<file path="config.mk">
export PLATFORM = sky130hd
export DESIGN_NAME = button_edge_autorepeat
export DESIGN_NICKNAME = d
export VERILOG_FILES = /design/src/design/bea_pkg.sv /design/src/design/button_edge_autorepeat.sv
export SDC_FILE = /design/constraint.sdc
export NUM_CORES = 1
export LEC_CHECK = 0
export ABC_AREA = 1
export BUFFER_PORTS_ARGS = -buffer_cell sky130_fd_sc_hd__buf_4
export CAP_MARGIN = 40
export CORE_ASPECT_RATIO = 1.2
export CORE_MARGIN = 1
export CORE_UTILIZATION = 35
export DETAILED_ROUTE_END_ITERATION = 6
export PLACE_DENSITY = 0.61
export SLEW_MARGIN = 20
export SYNTH_ARGS = -nofsm -noshare
export SYNTH_HDL_FRONTEND = slang
export SYNTH_SLANG_ARGS = --single-unit
</file>
<file path="constraint.sdc">
create_clock -name clk -period 4.7 [get_ports clk]
set_input_delay 0.705 -clock clk [delete_from_list [all_inputs] [get_ports clk]]
set_output_delay 0.705 -clock clk [all_outputs]
set_load 0.01 [all_outputs]
</file>
<file path="src/design/bea_pkg.sv">
package bea_pkg;

  localparam int MapW   = 28;
  localparam int TimeW  = 32;
  localparam int DelayW = 24;
  localparam int ActW   = 4;
  localparam int PhaseW = 2;
  localparam int CfgIdxW = 1;

  typedef logic [MapW-1:0]   map_t;
  typedef logic [TimeW-1:0]  time_t;
  typedef logic [DelayW-1:0] delay_t;
  typedef logic [ActW-1:0]   act_t;
  typedef logic [PhaseW-1:0] phase_t;

  // register indexes
  localparam logic [CfgIdxW-1:0] REG_START_DELAY    = 1'd0;
  localparam logic [CfgIdxW-1:0] REG_CONTINUE_DELAY = 1'd1;

  localparam delay_t START_DELAY_RST    = 24'd500000;
  localparam delay_t CONTINUE_DELAY_RST = 24'd100000;

  // actions
  localparam act_t ACT_NONE      = 4'd0;
  localparam act_t ACT_BACK      = 4'd1;
  localparam act_t ACT_EXIT      = 4'd2;
  localparam act_t ACT_SELECT    = 4'd3;
  localparam act_t ACT_UP        = 4'd4;
  localparam act_t ACT_DOWN      = 4'd5;
  localparam act_t ACT_LEFT      = 4'd6;
  localparam act_t ACT_RIGHT     = 4'd7;
  localparam act_t ACT_PAGE_UP   = 4'd8;
  localparam act_t ACT_PAGE_DOWN = 4'd9;

  // repeat phases
  localparam phase_t PH_IDLE   = 2'd0;
  localparam phase_t PH_FIRST  = 2'd1;
  localparam phase_t PH_REPEAT = 2'd2;

  // button bit positions
  localparam int BTN_UP    = 0;
  localparam int BTN_LEFT  = 2;
  localparam int BTN_DOWN  = 4;
  localparam int BTN_RIGHT = 6;
  localparam int BTN_L     = 10;
  localparam int BTN_R     = 11;
  localparam int BTN_A     = 12;
  localparam int BTN_B     = 13;
  localparam int BTN_X     = 14;

  localparam logic MODE_POLL  = 1'b0;
  localparam logic MODE_CLEAR = 1'b1;

  // highest priority last in the chain wins
  function automatic act_t pick_action(input map_t fresh);
    act_t act;
    act = ACT_NONE;
    if (fresh[BTN_A])     act = ACT_BACK;
    if (fresh[BTN_X])     act = ACT_EXIT;
    if (fresh[BTN_B])     act = ACT_SELECT;
    if (fresh[BTN_UP])    act = ACT_UP;
    if (fresh[BTN_DOWN])  act = ACT_DOWN;
    if (fresh[BTN_LEFT])  act = ACT_LEFT;
    if (fresh[BTN_RIGHT]) act = ACT_RIGHT;
    if (fresh[BTN_L])     act = ACT_PAGE_UP;
    if (fresh[BTN_R])     act = ACT_PAGE_DOWN;
    return act;
  endfunction

endpackage

</file>
<file path="src/design/button_edge_autorepeat.sv">
// Path from input transaction to out_valid: input register, then result register.
// Throughput: one transaction per cycle; the only stall is a held result when out_ready is low.
// State update (edge history, repeat timer) happens in the result stage, one item per cycle unless a result is held.
// Reset: synchronous, active low; clears pipeline valids, edge history and repeat state,
// and loads the default start/continue delays.
module button_edge_autorepeat import bea_pkg::*; (
  input  logic               clk,
  input  logic               rst_n,
  input  logic               in_valid,
  output logic               in_ready,
  input  logic               in_mode,
  input  map_t               in_pressed_map,
  input  time_t              in_now_us,
  output logic               out_valid,
  input  logic               out_ready,
  output act_t               out_action,
  input  logic               cfg_valid,
  output logic               cfg_ready,
  input  logic [CfgIdxW-1:0] cfg_index,
  input  delay_t             cfg_data
);

  logic   s1_valid_r;
  logic   s1_mode_r;
  map_t   s1_map_r;
  time_t  s1_now_r;

  logic   out_valid_r;
  act_t   out_action_r;

  delay_t start_delay_r;
  delay_t continue_delay_r;

  map_t   prev_map_r,  prev_map_nxt;
  phase_t phase_r,     phase_nxt;
  map_t   rpt_mask_r,  rpt_mask_nxt;
  act_t   rpt_action_r, rpt_action_nxt;
  time_t  rpt_stamp_r, rpt_stamp_nxt;
  act_t   act_nxt;

  map_t   fresh;
  act_t   new_act;
  time_t  elapsed;
  logic   over_start;
  logic   over_cont;
  logic   advance;

  assign advance   = s1_valid_r && (!out_valid_r || out_ready);
  assign in_ready  = !s1_valid_r || !out_valid_r || out_ready;
  assign cfg_ready = 1'b1;

  assign fresh   = s1_map_r & ~prev_map_r;
  assign new_act = pick_action(fresh);
  assign elapsed = s1_now_r - rpt_stamp_r;
  // elapsed > delay, with the delay zero-extended to 32 bits
  assign over_start = (elapsed[TimeW-1:DelayW] != '0) || (elapsed[DelayW-1:0] > start_delay_r);
  assign over_cont  = (elapsed[TimeW-1:DelayW] != '0) ||
                      (elapsed[DelayW-1:0] > continue_delay_r);

  always_comb begin
    prev_map_nxt   = prev_map_r;
    phase_nxt      = phase_r;
    rpt_mask_nxt   = rpt_mask_r;
    rpt_action_nxt = rpt_action_r;
    rpt_stamp_nxt  = rpt_stamp_r;
    act_nxt        = ACT_NONE;
    if (s1_mode_r == MODE_CLEAR) begin
      prev_map_nxt = '0;
      phase_nxt    = PH_IDLE;
    end else begin
      prev_map_nxt = s1_map_r;
      if (new_act != ACT_NONE) begin
        act_nxt        = new_act;
        rpt_stamp_nxt  = s1_now_r;
        phase_nxt      = PH_FIRST;
        rpt_mask_nxt   = fresh;
        rpt_action_nxt = new_act;
      end else if ((s1_map_r & rpt_mask_r) != '0) begin
        case (phase_r)
          PH_FIRST: begin
            if (over_start) begin
              act_nxt       = rpt_action_r;
              rpt_stamp_nxt = s1_now_r;
              phase_nxt     = PH_REPEAT;
            end
          end
          PH_REPEAT: begin
            if (over_cont) begin
              act_nxt       = rpt_action_r;
              rpt_stamp_nxt = s1_now_r;
            end
          end
          default: begin
          end
        endcase
      end
    end
  end

  always_ff @(posedge clk) begin
    if (!rst_n) begin
      s1_valid_r       <= 1'b0;
      out_valid_r      <= 1'b0;
      start_delay_r    <= START_DELAY_RST;
      continue_delay_r <= CONTINUE_DELAY_RST;
      prev_map_r       <= '0;
      phase_r          <= PH_IDLE;
      rpt_mask_r       <= '0;
      rpt_action_r     <= ACT_NONE;
      rpt_stamp_r      <= '0;
    end else begin
      if (in_valid && in_ready) begin
        s1_valid_r <= 1'b1;
      end else if (advance) begin
        s1_valid_r <= 1'b0;
      end
      if (advance) begin
        out_valid_r  <= 1'b1;
        prev_map_r   <= prev_map_nxt;
        phase_r      <= phase_nxt;
        rpt_mask_r   <= rpt_mask_nxt;
        rpt_action_r <= rpt_action_nxt;
        rpt_stamp_r  <= rpt_stamp_nxt;
      end else if (out_ready) begin
        out_valid_r <= 1'b0;
      end
      if (cfg_valid && cfg_ready) begin
        case (cfg_index)
          REG_START_DELAY:    start_delay_r    <= cfg_data;
          REG_CONTINUE_DELAY: continue_delay_r <= cfg_data;
          default: begin
          end
        endcase
      end
    end
  end

  // payload registers
  always_ff @(posedge clk) begin
    if (in_valid && in_ready) begin
      s1_mode_r <= in_mode;
      s1_map_r  <= in_pressed_map;
      s1_now_r  <= in_now_us;
    end
    if (advance) begin
      out_action_r <= act_nxt;
    end
  end

  assign out_valid  = out_valid_r;
  assign out_action = out_action_r;

endmodule

</file>
## Word level (Yosys, flattened, before mapping)

Cells that the tools add are included.

- Output and inout port bits: 7
- Input bits: 91
- Register bits: 209
- Word-level logic and storage cells: 78

- Equality and inequality tests: 4
- Bitwise gates (word level): 5
- $lt $le $gt $ge: 2
- Muxes and demuxes: 29
- Add/subtract/negate cells: 1
- Reductions and logical operators: 24

Operator list:

| kind | number |
|---|---|
| two-way mux 32 bit | 4 |
| one-hot mux 32 bit (2 select lines) | 1 |
| bitwise AND 28 bit | 2 |
| > comparator 24 bit | 2 |
| two-way mux 4 bit | 10 |
| subtractor 32 bit | 1 |
| two-way mux 28 bit | 1 |
| NOT 28 bit | 1 |
| nonzero test 28 bit | 1 |
| two-way mux 2 bit | 7 |
| nonzero test 3 bit | 4 |
| one-hot mux 4 bit (2 select lines) | 1 |
| nonzero test 8 bit | 1 |
| inequality test 3 bit, second input constant | 2 |
| AND reduction 6 bit | 1 |
| nonzero test 2 bit | 3 |
| logical OR 1 bit | 5 |
| two-way mux 1 bit | 5 |
| AND reduction 2 bit | 2 |
| AND reduction 4 bit | 1 |
| nonzero test 4 bit | 1 |
| AND reduction 3 bit | 1 |
| equality test 2 x 1 -> 1 bit, second input constant | 1 |
| equality test 2 bit, second input constant | 1 |
| 3 further kinds | 6 |

## Logic depth before layout (Yosys ltp)

- Depth after elaboration: 14
- Gate-level depth with buffers: 25
- Depth with buffers taken out: 24

## Least setup slack after synthesis

No wires, ideal clock.

- Kind: input -> register
- From: in out_ready
- To: reg s1_map_r[0], enable pin
- Setup time: 481 ps
- Required time: 4219 ps
- Slack: 788 ps
- Buffers on the path: 0
- Arrival: 3430 ps
- Cell stages on the path: 4
- Path through: inv_1 > nand2_1 > nor2_1 > nor2_1

- Longest elaborated chain between the ends: 2

RTL lines:

| item | line | source |
|---|---|---|
| start, declared | button_edge_autorepeat.sv:15 | `input logic out_ready,` |
| logical OR 1 bit | button_edge_autorepeat.sv:49 | `assign in_ready = !s1_valid_r \|\| !out_valid_r \|\| out_ready;` |
| logical AND 1 bit | button_edge_autorepeat.sv:140 | `if (in_valid && in_ready) begin` |
| end signal, assigned | button_edge_autorepeat.sv:142 | `s1_map_r <= in_pressed_map;` |
| end, declared | button_edge_autorepeat.sv:25 | `map_t s1_map_r;` |

Every way passes these cells.
A chain may end at the register's enable or synchronous reset.

## Worst setup path in the final report

- From: reg s1_now_r[0]
- To: reg rpt_stamp_r[20]

- Longest elaborated chain between the ends: 5
- Elaborated cells between the ends (all ways): 9
- Those cells by class: 1 x add/sub; 2 x order compare; 2 x eq/ne; 4 x reduce/logical

RTL lines:

| item | line | source |
|---|---|---|
| start, declared | button_edge_autorepeat.sv:26 | `time_t s1_now_r;` |
| start signal, assigned | button_edge_autorepeat.sv:143 | `s1_now_r <= in_now_us;` |
| subtractor 32 bit (*) | button_edge_autorepeat.sv:54 | `assign elapsed = s1_now_r - rpt_stamp_r;` |
| > comparator 24 bit (tied with other cells) | button_edge_autorepeat.sv:58 | `(elapsed[DelayW-1:0] > continue_delay_r);` |
| logical OR 1 bit (on tied branches) | button_edge_autorepeat.sv:57, button_edge_autorepeat.sv:56 |  |
| inequality test 3 bit (no line) | -- |  |
| AND reduction 6 bit (no line) (*) | -- |  |
| end signal, assigned | button_edge_autorepeat.sv:123 | `rpt_stamp_r <= rpt_stamp_nxt;` |
| end, declared | button_edge_autorepeat.sv:38 | `time_t rpt_stamp_r, rpt_stamp_nxt;` |

Every way passes the cells marked *; elsewhere a longest branch is shown, timed or not.

==> run metrics <==
initial antenna violation count=0; worst-path cell chain=inv_1 -> ha_1 -> fa_1 -> inv_1 -> nand3_1 -> nand3_1 -> nand3_1 -> nand3_1 -> a31oi_1 -> xnor2_1 -> ha_1 -> nand4_1 -> inv_1 -> nand2_1 -> nor3_1 -> o21ai_0 -> nand3_1 -> nand2_1 -> nand4_2 -> nand3_4 -> buf_4 -> nand3_1 -> nand2_1 -> nor2_1; wire length of the first global-routing pass=43500 µm; global route overflow=0; number of vias after detailed routing=9467; share of Yosys cell area claimed by the top area cell type=25.8%; accumulated negative setup slack=0 ns; Slew Viols, Final=0; post-synthesis cell area=0.0112 mm²; synth warn=0; number of inserted diodes=0; transition time at the pin with the least slew margin=0.718 ns; count of hold-fix buffers inserted at cts=0; type of the worst min-delay path=input pin to flop; M1 GR Usage=20.5%; largest incremental delay on the critical path=0.44 ns; largest area contributor in the netlist=dfxtp_1; period utilisation layout=87.8%; data arrival time at the worst-slack endpoint=4.56 ns; Crit Path Class=flop to flop; Cell Rows=71; largest fanout of any net on the critical path=44; remaining routing DRC violations=0; Top Ports=98; antenna viol nets, final=0; buffers inserted during post-CTS setup optimization=0; DR pass1 iterations=5; end-of-flow core utilization=42.2%; count of H-tree levels built during CTS=1; Critical path buffers and inverters=4; Clk Tree Root Cell=clkbuf_16; Clock Tree Buf Depth=3; Cells after DPL=1935; count of max-cap constraint violations=0; static leakage=6.09 nW; DP Wirelength=20300 µm; core area=0.0314 mm²; headroom to the max-slew limit=52.0%; worst voltage drop across the vdd grid=0.315 mV; Worst setup EP type=flop; number of vias per cell after detailed routing=4.78; share of synthesized area occupied by flip-flops and latches=43.3%; initial cell density of the core=35.6%; number of distinct standard cells referenced by the synthesized netlist=41; placed cell area=0.0123 mm²; flip-flop and latch count after synthesis=209; final layout net count=1734; Final Hold Viols=0; global-route track usage on met3=2.47%; achievable clock frequency=242 MHz; fraction of final layout cells sized beyond drive strength 1=11.7%; layer carrying the most global-route usage=met2; critical path's top delay family=simple AND/OR/NAND/NOR gates; setup skew after layout=0.00819 ns; fill cell total of the finished layout=3200; setup repair after global routing missed its margin=no; largest net degree at the start of global routing=68; routed len/inst=13.5 µm; worst-case hold slack=0.338 ns; total nets after synthesis=1649; summed area of non-filler cells in the final layout=0.0132 mm²; area grow syn2layout=18.3%; clock-pin slew on the worst setup and hold paths=0.06 ns; final cell count without fillers=1981; GR Layer Usage met2=29.6%; most area-consuming cells after synthesis=dfxtp_1 26%, edfxtp_1 17%, nand2_1 13%, ha_1 9.1%, a21oi_1 7.8%; worst setup slack before clock tree synthesis=0.545 ns; slack of the critical path=0.575 ns; outcome=finished, final reports clean; crit start category=flop; cells after synthesis=1476; Total GRT Usage=16.7%; buffers added on ports=96; total power divided by cell area=389 mW/mm²; Setup violations, final=0; last weighted congestion value of the routability-driven placer=0.942; Critical-path top delay cell=buf_4; TritonCTS clock tree=yes; average cell area after synthesis=7.57 µm²; most frequent cell on the critical path=nand3_1; total power=5.14 mW; required time reported for the critical path endpoint=5.13 ns; number of global-route vias before repair=8926; count of clock tree sinks=209; width of the die=165 µm; post-CTS resize count=0; number of buffers created by CTS=25; height of the die=198 µm; area of the die=0.0326 mm²; violation count after the first detailed-route iteration=587; Clock Latency Late Sink=0.54 ns; Routed WL=26800 µm; shortest clock period the worst path allows after layout=4.13 ns
-- per-layer routing --
layer,vias to the layer above,routed length (µm)
met5,-,0
met2,195,13100
met3,42,1210
li1,4959,-
met4,0,630
met1,4271,11900
-- worst reg2reg max path, stage by stage (launching register included) --
cell and delay [ns]:
edfxtp_1 0.36, inv_1 0.05, ha_1 0.22, fa_1 0.41, inv_1 0.11, nand3_1 0.07
nand3_1 0.14, nand3_1 0.09, nand3_1 0.18, a31oi_1 0.13, xnor2_1 0.28, ha_1 0.29
nand4_1 0.07, inv_1 0.06, nand2_1 0.09, nor3_1 0.07, o21ai_0 0.08, nand3_1 0.09
nand2_1 0.12, nand4_2 0.14, nand3_4 0.24, buf_4 0.44, nand3_1 0.16, nand2_1 0.08
nor2_1 0.04
-- worst paths after layout --
path | slack (ns) | from | to | cells after the start
setup reg to reg | 0.57 | s1_now_r[0] | rpt_stamp_r[20] | 24
hold reg to reg | 0.45 | rpt_mask_r[10] | rpt_mask_r[10] | 2
hold / removal | 0.34 | in_pressed_map[19] | s1_map_r[19] | 1
setup / recovery | 0.57 | s1_now_r[0] | rpt_stamp_r[20] | 24
-- report_power, final --
group	switching, mW	internal [mW]
Combinational	0.603	0.372
Clock	0.803	1.35
Sequential	0.0429	1.97
Total	1.45	3.69
-- Yosys cell counts --
master,instances
buf_2,5
a211oi_1,3
nor2_2,7
buf_4,1
nand3_1,67
inv_2,7
nor2_4,4
nand3_2,1
a21o_1,1
o21bai_1,3
nor2_1,114
clkinv_1,1
o21ai_0,60
o21a_1,1
clkbuf_1,32
nand4_2,2
o211ai_1,15
nor3b_1,2
buf_1,5
a221oi_1,4
fa_1,1
edfxtp_1,65
buf_6,6
nand4_1,10
nand3_4,1
a31oi_1,10
nand2_1,393
nand2_2,9
ha_1,81
xnor2_1,9
xor2_1,14
o2111ai_1,1
nor4_2,1
dfxtp_1,144
conb_1,1
nor4_1,3
nor3_1,7
and2_1,2
a22o_1,1
a21oi_1,174
inv_1,208
-- placed cells by master (no fill, tap or decap), types with 2 or more instances in the layout --
cell | netlist | final
nor3_1 | 7 | 7
nor2_1 | 114 | 112
clkbuf_8 | 0 | 2
a221oi_1 | 4 | 4
xnor2_1 | 9 | 9
dfxtp_1 | 144 | 144
nor2_4 | 4 | 5
inv_6 | 0 | 3
nor4_1 | 3 | 3
clkinv_1 | 1 | 2
a211oi_1 | 3 | 3
bufinv_16 | 0 | 6
nand4_1 | 10 | 10
and2_1 | 2 | 2
nor3b_1 | 2 | 2
buf_4 | 1 | 104
nand2_2 | 9 | 10
a31oi_1 | 10 | 10
xor2_1 | 14 | 14
nand3_1 | 67 | 67
inv_1 | 208 | 208
inv_2 | 7 | 7
clkbuf_16 | 0 | 25
nand2_1 | 393 | 392
ha_1 | 81 | 81
a21oi_1 | 174 | 174
edfxtp_1 | 65 | 65
o21bai_1 | 3 | 3
nand4_2 | 2 | 2
clkbuf_1 | 32 | 2
o21ai_0 | 60 | 60
clkinv_2 | 0 | 4
nor2_2 | 7 | 8
o211ai_1 | 15 | 15
-- logic make-up (layout without fill, tap and decap cells) --
logic type / Yosys count / after routing / synth area share (%)
other: 1 / 1 / 0.0336
XOR/XNOR: 23 / 23 / 1.80
AO/OA/AOI/OAI: 273 / 273 / 13.1
buffers and inverters: 265 / 369 / 9.39
AND/OR/NAND/NOR: 623 / 623 / 23.2
adder cells (fa/ha/maj): 82 / 82 / 9.25
flip-flops: 209 / 209 / 43.3
-- layout make-up --
cell class              instances  area, µm²  share of cell area (%)
repair buffers                107        843                    6.38
multi-input cells            1002       5300                    40.1
flip-flops and latches        209       4830                    36.6
inverters                     216        811                    6.13
well taps                     401        502                    3.80
clock inverters                17        267                    2.02
clock buffers                  29        661                    5.00
-- state kept, by name, indices dropped and copies added, names as in the netlist, 4 cells and up --
register          cells
rpt_mask_r           28
s1_now_r             32
s1_map_r             28
prev_map_r           28
start_delay_r        24
out_action            4
rpt_action_r          4
continue_delay_r     24
rpt_stamp_r          32
Note: power is estimated with default switching activity, not from simulation.
